**config.mk**
```make
export PLATFORM = sky130hd
export DESIGN_NAME = udp_media_payload_classifier
export DESIGN_NICKNAME = d
export VERILOG_FILES = /design/src/rtl/umpc_pkg.sv /design/src/rtl/umpc_div188.sv /design/src/rtl/umpc_classify.sv /design/src/rtl/udp_media_payload_classifier.sv
export VERILOG_INCLUDE_DIRS = /design/src /design/src/rtl
export SDC_FILE = /design/constraint.sdc
export NUM_CORES = 1
export LEC_CHECK = 0
export ABC_AREA = 1
export BUFFER_PORTS_ARGS = -buffer_cell sky130_fd_sc_hd__buf_2
export CORE_MARGIN = 2
export CORE_UTILIZATION = 40
export CTS_CLUSTER_SIZE = 40
export DETAILED_ROUTE_END_ITERATION = 10
export PLACE_DENSITY = 0.59
export SYNTH_ARGS = -nofsm -noshare
export SYNTH_HDL_FRONTEND = slang
export SYNTH_SLANG_ARGS = --single-unit
export TNS_END_PERCENT = 1
```
**constraint.sdc**
```tcl
create_clock -name aclk -period 6.9 [get_ports aclk]
set_input_delay 0.345 -clock aclk [delete_from_list [all_inputs] [get_ports aclk]]
set_output_delay 0.345 -clock aclk [all_outputs]
set_load 0.02 [all_outputs]
```
**src/rtl/udp_media_payload_classifier_defines.svh**
```systemverilog
// Assertion helpers shared by the classifier RTL.
`ifndef UDP_MEDIA_PAYLOAD_CLASSIFIER_DEFINES_SVH
`define UDP_MEDIA_PAYLOAD_CLASSIFIER_DEFINES_SVH

// Same-cycle implication, sampled on aclk, off during reset.
`define UMPC_ASSERT_IMP(label, ante, cons, msg) \
    label: assert property (@(posedge aclk) disable iff (!aresetn) (ante) |-> (cons)) \
        else $error(msg);

// Next-cycle implication, sampled on aclk, off during reset.
`define UMPC_ASSERT_NXT(label, ante, cons, msg) \
    label: assert property (@(posedge aclk) disable iff (!aresetn) (ante) |=> (cons)) \
        else $error(msg);

`endif

```
**src/rtl/umpc_pkg.sv**
```systemverilog
package umpc_pkg;

    // payload kinds
    localparam logic [2:0] KIND_UNDECIDED = 3'd0;
    localparam logic [2:0] KIND_UDP_TS    = 3'd1;
    localparam logic [2:0] KIND_RTP_TS    = 3'd2;
    localparam logic [2:0] KIND_CTP       = 3'd3;
    localparam logic [2:0] KIND_VIDEO     = 3'd4;
    localparam logic [2:0] KIND_AUDIO     = 3'd5;
    localparam logic [2:0] KIND_ANC       = 3'd6;
    localparam logic [2:0] KIND_BYTES     = 3'd7;

    // configuration register indexes
    localparam logic [1:0] REG_CTP_THRESH   = 2'd0;
    localparam logic [1:0] REG_MEDIA_THRESH = 2'd1;
    localparam logic [1:0] REG_UNKNOWN_LIM  = 2'd2;

    localparam logic [7:0] CTP_THRESH_RST   = 8'd2;
    localparam logic [7:0] MEDIA_THRESH_RST = 8'd4;
    localparam logic [7:0] UNKNOWN_LIM_RST  = 8'd12;

    localparam logic [16:0] TS_SIZE     = 17'd188;
    localparam logic [7:0]  TS_SYNC     = 8'h47;
    localparam logic [15:0] RTP_HDR_LEN = 16'd12;
    localparam logic [3:0]  RTP_OFFSET  = 4'd12;
    localparam logic [7:0]  RTP_V_MASK  = 8'hcf;
    localparam logic [7:0]  RTP_V2      = 8'h80;
    localparam logic [7:0]  RTP_PT_MASK = 8'h7f;
    localparam logic [7:0]  PT_CTP      = 8'd97;
    localparam logic [7:0]  PT_VIDEO    = 8'd96;
    localparam logic [7:0]  PT_AUDIO    = 8'd98;
    localparam logic [7:0]  PT_ANC      = 8'd100;

    // x / 47 for x < 2^14 as (x * 22311) >> 20
    localparam logic [14:0] DIV47_MUL   = 15'd22311;
    localparam int          DIV47_SHIFT = 20;

    typedef struct packed {
        logic [7:0] ctp_thresh;
        logic [7:0] media_thresh;
        logic [7:0] unknown_lim;
    } cfg_t;

    // contents of the input register
    typedef struct packed {
        logic [15:0] len;
        logic [7:0]  b0;
        logic [7:0]  b1;
        logic [7:0]  b12;
        logic [8:0]  q_raw;   // len / 188
        logic [8:0]  q_rtp;   // (len - 12) / 188, zero for short lengths
    } item_t;

    typedef struct packed {
        logic [8:0] count;
        logic [3:0] offset;
        logic [2:0] kind;
    } result_t;

endpackage

```
**src/rtl/umpc_div188.sv**
```systemverilog
module umpc_div188
    import umpc_pkg::*;
(
    input  logic [15:0] dividend,
    output logic [8:0]  quotient
);

    logic [28:0] prod;

    // drop the factor of four, then reciprocal-multiply by 1/47
    assign prod     = 29'(dividend[15:2]) * 29'(DIV47_MUL);
    assign quotient = prod[DIV47_SHIFT +: 9];

endmodule

```
**src/rtl/umpc_classify.sv**
```systemverilog
`include "udp_media_payload_classifier_defines.svh"

module umpc_classify
    import umpc_pkg::*;
(
    input  logic    aclk,
    input  logic    aresetn,
    input  logic    advance,
    input  cfg_t    cfg,
    input  item_t   item,
    output result_t result
);

    logic [2:0] kind_reg, kind_next;
    logic [7:0] ctp_reg, ctp_next;
    logic [7:0] video_reg, video_next;
    logic [7:0] audio_reg, audio_next;
    logic [7:0] anc_reg, anc_next;
    logic [7:0] unk_reg, unk_next;

    logic [16:0] raw_prod, rtp_prod;
    logic [15:0] rest;
    logic        raw_ts, rtp_ts, rtp_hdr, fall_through;
    logic [7:0]  pt;
    logic [7:0]  ctp_inc, video_inc, audio_inc, anc_inc, unk_inc;

    function automatic logic [7:0] sat_inc(input logic [7:0] v);
        sat_inc = (v == 8'hff) ? v : v + 8'd1;
    endfunction

    assign raw_prod = 17'(item.q_raw) * TS_SIZE;
    assign rtp_prod = 17'(item.q_rtp) * TS_SIZE;
    assign rest     = item.len - RTP_HDR_LEN;

    assign raw_ts = (item.q_raw != 9'd0) && (raw_prod == {1'b0, item.len})
                 && (item.b0 == TS_SYNC);
    assign rtp_ts = (item.len > RTP_HDR_LEN) && (item.q_rtp != 9'd0)
                 && (rtp_prod == {1'b0, rest}) && (item.b12 == TS_SYNC);

    assign rtp_hdr = (item.b0 & RTP_V_MASK) == RTP_V2;
    assign pt      = item.b1 & RTP_PT_MASK;

    assign ctp_inc   = sat_inc(ctp_reg);
    assign video_inc = sat_inc(video_reg);
    assign audio_inc = sat_inc(audio_reg);
    assign anc_inc   = sat_inc(anc_reg);
    assign unk_inc   = sat_inc(unk_reg);

    always_comb begin
        kind_next    = kind_reg;
        ctp_next     = ctp_reg;
        video_next   = video_reg;
        audio_next   = audio_reg;
        anc_next     = anc_reg;
        unk_next     = unk_reg;
        fall_through = 1'b0;
        if (kind_reg == KIND_UNDECIDED) begin
            if (raw_ts) begin
                kind_next = KIND_UDP_TS;
            end else if (rtp_ts) begin
                kind_next = KIND_RTP_TS;
            end else begin
                fall_through = 1'b1;
                if (rtp_hdr && pt == PT_CTP) begin
                    ctp_next = ctp_inc;
                    if (ctp_inc > cfg.ctp_thresh) begin
                        kind_next    = KIND_CTP;
                        fall_through = 1'b0;
                    end
                end else if (rtp_hdr && pt == PT_VIDEO) begin
                    video_next = video_inc;
                    if (video_inc > cfg.media_thresh) begin
                        kind_next    = KIND_VIDEO;
                        fall_through = 1'b0;
                    end
                end else if (rtp_hdr && pt == PT_AUDIO) begin
                    audio_next = audio_inc;
                    if (audio_inc > cfg.media_thresh) begin
                        kind_next    = KIND_AUDIO;
                        fall_through = 1'b0;
                    end
                end else if (rtp_hdr && pt == PT_ANC) begin
                    anc_next = anc_inc;
                    if (anc_inc > cfg.media_thresh) begin
                        kind_next    = KIND_ANC;
                        fall_through = 1'b0;
                    end
                end else begin
                    ctp_next = 8'd0;
                end
                // unknown count compares its old value, then bumps
                if (fall_through) begin
                    unk_next = unk_inc;
                    if (unk_reg > cfg.unknown_lim) begin
                        kind_next = KIND_BYTES;
                    end
                end
            end
        end
    end

    always_ff @(posedge aclk) begin
        if (!aresetn) begin
            kind_reg  <= KIND_UNDECIDED;
            ctp_reg   <= 8'd0;
            video_reg <= 8'd0;
            audio_reg <= 8'd0;
            anc_reg   <= 8'd0;
            unk_reg   <= 8'd0;
        end else if (advance) begin
            kind_reg  <= kind_next;
            ctp_reg   <= ctp_next;
            video_reg <= video_next;
            audio_reg <= audio_next;
            anc_reg   <= anc_next;
            unk_reg   <= unk_next;
        end
    end

    always_comb begin
        result.kind   = kind_next;
        result.offset = (kind_next == KIND_RTP_TS) ? RTP_OFFSET : 4'd0;
        result.count  = (kind_next == KIND_RTP_TS) ? item.q_rtp : item.q_raw;
    end

    `UMPC_ASSERT_NXT(a_kind_latched, kind_reg != KIND_UNDECIDED,
        kind_reg == $past(kind_reg), "latched kind changed")
    `UMPC_ASSERT_NXT(a_unknown_frozen, kind_reg != KIND_UNDECIDED,
        $stable(unk_reg) && $stable(ctp_reg), "counters moved after decision")

endmodule

```
**src/rtl/udp_media_payload_classifier.sv**
```systemverilog
// UDP media payload classifier.
// Slave stream s_*: one word per UDP datagram, carrying the payload length and
// the payload bytes at offsets 0, 1, 12, 188, 200, 376 and 388. Master stream
// m_*: one word per input word, in order, with the latched payload kind, the
// payload offset (12 for RTP-wrapped TS) and the TS packet count.
// Config port: cfg_we writes cfg_data[7:0] into register cfg_index (0 CTP
// match threshold, 1 media match threshold, 2 unknown limit); other indexes
// are ignored. Write only while the block is idle.
// An accepted word passes the input register, then the result register, before
// it shows on m_tvalid and m_tdata. Throughput: one word per cycle while
// m_tready does not stall; the classify step and its counter update sit
// between the two registers.
// A stalled m_tready holds the result register; one more word is taken into
// the input register, after which s_tready drops until the result drains.
// Reset (aresetn low, synchronous) empties both registers, clears the kind
// back to undecided, zeroes all match counters and restores the registers
// to their defaults (2, 4, 12).
`include "udp_media_payload_classifier_defines.svh"

module udp_media_payload_classifier
    import umpc_pkg::*;
(
    input  logic        aclk,
    input  logic        aresetn,
    // configuration writes
    input  logic        cfg_we,
    input  logic [1:0]  cfg_index,
    input  logic [7:0]  cfg_data,
    // datagram summaries
    input  logic        s_tvalid,
    output logic        s_tready,
    // [15:0] payload_length, [23:16] byte_at_0, [31:24] byte_at_1,
    // [39:32] byte_at_12, [47:40] byte_at_188, [55:48] byte_at_200,
    // [63:56] byte_at_376, [71:64] byte_at_388
    input  logic [71:0] s_tdata,
    // classification results
    output logic        m_tvalid,
    input  logic        m_tready,
    // [2:0] payload_kind, [6:3] payload_offset, [15:7] ts_packet_count
    output logic [15:0] m_tdata
);

    cfg_t        cfg_reg;
    logic        in_valid_reg;
    item_t       in_reg, in_next;
    logic        out_valid_reg;
    result_t     out_reg, result;
    logic        advance, s_accept;
    logic [15:0] s_len, rtp_rest;

    // Configuration registers; later bytes (offsets 188 and up) are not
    // needed: one sync byte at the first boundary decides TS.
    always_ff @(posedge aclk) begin
        if (!aresetn) begin
            cfg_reg.ctp_thresh   <= CTP_THRESH_RST;
            cfg_reg.media_thresh <= MEDIA_THRESH_RST;
            cfg_reg.unknown_lim  <= UNKNOWN_LIM_RST;
        end else if (cfg_we) begin
            case (cfg_index)
                REG_CTP_THRESH:   cfg_reg.ctp_thresh   <= cfg_data;
                REG_MEDIA_THRESH: cfg_reg.media_thresh <= cfg_data;
                REG_UNKNOWN_LIM:  cfg_reg.unknown_lim  <= cfg_data;
                default: ;
            endcase
        end
    end

    // Move a word from the input register to the result register whenever
    // the result register is empty or being drained.
    assign advance  = in_valid_reg && (!out_valid_reg || m_tready);
    assign s_tready = !in_valid_reg || advance;
    assign s_accept = s_tvalid && s_tready;

    // Both divisions by 188 happen ahead of the input register, so the
    // classify step only multiplies back by the constant to check remainders.
    assign s_len    = s_tdata[15:0];
    assign rtp_rest = (s_len >= RTP_HDR_LEN) ? s_len - RTP_HDR_LEN : 16'd0;

    umpc_div188 u_div_raw (
        .dividend (s_len),
        .quotient (in_next.q_raw)
    );

    umpc_div188 u_div_rtp (
        .dividend (rtp_rest),
        .quotient (in_next.q_rtp)
    );

    assign in_next.len = s_len;
    assign in_next.b0  = s_tdata[23:16];
    assign in_next.b1  = s_tdata[31:24];
    assign in_next.b12 = s_tdata[39:32];

    always_ff @(posedge aclk) begin
        if (!aresetn) begin
            in_valid_reg <= 1'b0;
        end else if (s_accept) begin
            in_valid_reg <= 1'b1;
        end else if (advance) begin
            in_valid_reg <= 1'b0;
        end
    end

    always_ff @(posedge aclk) begin
        if (s_accept) begin
            in_reg <= in_next;
        end
    end

    // Classify against the latched kind and counters; state updates on advance.
    umpc_classify u_classify (
        .aclk    (aclk),
        .aresetn (aresetn),
        .advance (advance),
        .cfg     (cfg_reg),
        .item    (in_reg),
        .result  (result)
    );

    always_ff @(posedge aclk) begin
        if (!aresetn) begin
            out_valid_reg <= 1'b0;
        end else if (advance) begin
            out_valid_reg <= 1'b1;
        end else if (m_tready) begin
            out_valid_reg <= 1'b0;
        end
    end

    // Hold the result while the receiver stalls.
    always_ff @(posedge aclk) begin
        if (advance) begin
            out_reg <= result;
        end
    end

    assign m_tvalid = out_valid_reg;
    assign m_tdata  = out_reg;

    `UMPC_ASSERT_IMP(a_no_overrun, in_valid_reg && !advance, !s_tready,
        "input register overwritten while full")
    `UMPC_ASSERT_NXT(a_advance_fills, advance, out_valid_reg,
        "advanced word missing from result register")
    `UMPC_ASSERT_IMP(a_offset_kind, out_valid_reg,
        (out_reg.kind == KIND_RTP_TS) == (out_reg.offset == RTP_OFFSET),
        "payload offset disagrees with kind")

endmodule
```
==> metrics.txt <==
Non-Filler Instances=roughly 3100; Initial Util=roughly two fifths; Synth area leaders=ha_1, fa_1, edfxtp_1; Worst-Margin Slew=0.8347 ns; Avg WL per Cell=about 15 um; # rows=80; Post-CTS Hold Fix Bufs=0; fmax=~160 MHz; Worst path slowest cell=fa_1; CP Capture Type=flop; r2r setup slk=roughly 2 ns; antenna violations before repair=0; first-pass GRT wire length=75930 um; Synth Flop Type=edfxtp_1; Worst Path Class, Setup=in2reg; Worst-path clk slew=0.08 ns; pins over their slew limit=0; RSZ-0062 raised after global routing=no; CP required=7.12 ns; total CTS buffers=17; Buffers on Ports=69; DRT antenna net count=0; FF-to-FF Start=in_reg[15]$_DFFE_PP_; Filler cells=between 4000 and 5000; number of global-route vias before repair=15143; die area=49990 um^2; most used routing layer=met2; area of the core=approximately 48000 um^2; share of layout cells above drive strength 1=7.936%; DP Worst Slack=about 0.046 ns; Post-Syn Area=~19000 um^2; antenna cells=0; setup TNS=0 ns; clock buffer depth=2; CTS tree=built; Clock Tree Root=clkbuf_16; largest net degree at the start of global routing=between 50 and 60; Post-synth EDFFs=70; met3 Usage GRT=~2.8%; Reg2Reg Depth=20; worst-path fanout max=4; Synth async-reset ratio=0%; post-layout util=44.33%; setup ws final=0.5161 ns; placed cells=3079; Clock H-tree levels=4; share of the synthesized area in the top cell type=23.35%; skew final=0.01810 ns; via count=about 15000; Worst Hold Depth=1; hold path endpoint=in_reg[22]$_DFFE_PP_; met2 usage=31.64%; final hold vios=0; startpoint type of the worst setup path=input port; Worst path max stage delay=0.51 ns; total congestion overflow=0; Ports=105; Syn Inst Count=2377; final wirelength=45120 um; period utilisation layout=92.52%; most common cell in the netlist=inv_1; Clk Latency, worst-skew pair=0.48 ns; status=finished, final reports clean; Layout Nets=3105; Total GRT Usage=a little under a fifth; Slew Limit Headroom=44.35%; initial detailed-routing violation count=755; max-capacitance violation count=0; R2R Path End=m_tdata[11]$_DFFE_PP_; critical path arrival=6.61 ns; Die Wd=between 200 and 250 um; area grow syn2layout=9.510%; Clock Sinks=around 140; chip height=223.6 um; Detailed Place HPWL=38440 um; FF+latch count, synth=139; final setup fails=0; DRC violations left=0; Placer Congestion=0.9048; Via density=4.930; count of different cell masters after synthesis=between 50 and 60; Syn Area/Cell=8.114 um^2; met1 usage=25.95%; DRT Pass-1 Iters=7; Synth top cells by count=inv_1, nand2_1, ha_1; largest area contributor in the netlist=ha_1; fin crit period=between 6 and 7 ns; Hold Path Origin=s_tdata[36]; worst hold-check path type=in2reg; max reg flops=57; Seq/Total Area, Yosys=18.06%; yosys warns=0
==> critical path, delay by kind of cell <==
family,cells,cell delay (ns)
AO/OA/AOI/OAI,8,1.19
XOR/XNOR,1,0.18
AND/OR/NAND/NOR,11,1.10
adder cells (fa/ha/maj),9,3.34
buffers and inverters,7,0.46
==> layout make-up <==
| type | instances | area [um^2] | share of cell area [%] |
|---|---|---|---|
| multi-input cells | 1692 | 13700 | 64.87 |
| flip-flops and latches | 139 | 3483 | 16.49 |
| inverters | 525 | 1976 | 9.354 |
| well taps | 615 | 769.5 | 3.643 |
| repair buffers | 108 | 638.1 | 3.021 |
| clock buffers | 19 | 452.9 | 2.144 |
| clock inverters | 12 | 101.3 | 0.4798 |
==> logic make-up after synthesis <==
kind of cell,Yosys count,share of synthesized area (%)
and+or+nand+nor,807,18.44
buffers and inverters,547,11.00
adders and majority gates,535,41.52
AOI/OAI and AO/OA,290,8.323
DFF,139,18.06
xor gates and xnor gates,58,2.634
other,1,0.01944
==> per-layer routing <==
metal	share of wire (%)	routed length, um
met1	49	22140
met2	47	21020
met3	3.1	1397
met4	1.3	565
met5	0	0
==> timing repair <==
item / 4_1_cts / 5_1_grt
resized for setup: 0 / 3
endpoints found under the setup margin: 0 / 3
buffers inserted: 0 / 0
endpoints found under the hold margin: 0 / 0
==> worst max-delay path by stage <==
stage,start,endpoint,slack [ns],depth (start not counted)
final,s_tdata[4],in_reg[5]$_DFFE_PP_,0.52,36
after floorplan,s_tdata[4],in_reg[6]$_DFFE_PP_,0.39,35
after CTS,s_tdata[4],in_reg[5]$_DFFE_PP_,0.52,36
after detailed placement,s_tdata[4],in_reg[5]$_DFFE_PP_,0.05,36
after global placement,s_tdata[4],in_reg[5]$_DFFE_PP_,0.11,36
after global routing,s_tdata[4],in_reg[5]$_DFFE_PP_,0.04,36
==> cells in the final DEF (no fill, tap or decap), types with 42 or more instances in the layout <==
master / count
inv_1: 516
nand2_1: 404
ha_1: 360
fa_1: 175
nor2_1: 170
a21oi_1: 145
nand3_1: 105
o21ai_0: 89
edfxtp_1: 70
dfxtp_1: 69
buf_2: 69
xor2_1: 42
==> metrics by stage <==
| step | hold slack (ns) | instance area, um^2 |
|---|---|---|
| final | 0.03555 | 21120 |
| after global routing | 0.01407 | 21120 |
| after CTS | 0.002935 | 21110 |
| after detailed placement | 0.4598 | 20550 |
| after global placement | 0.4528 | 20550 |
| after floorplan | 0.4353 | 19290 |
Power is not shown: default switching activity piles up to over one toggle a cycle in this logic, so the estimate is an artifact.
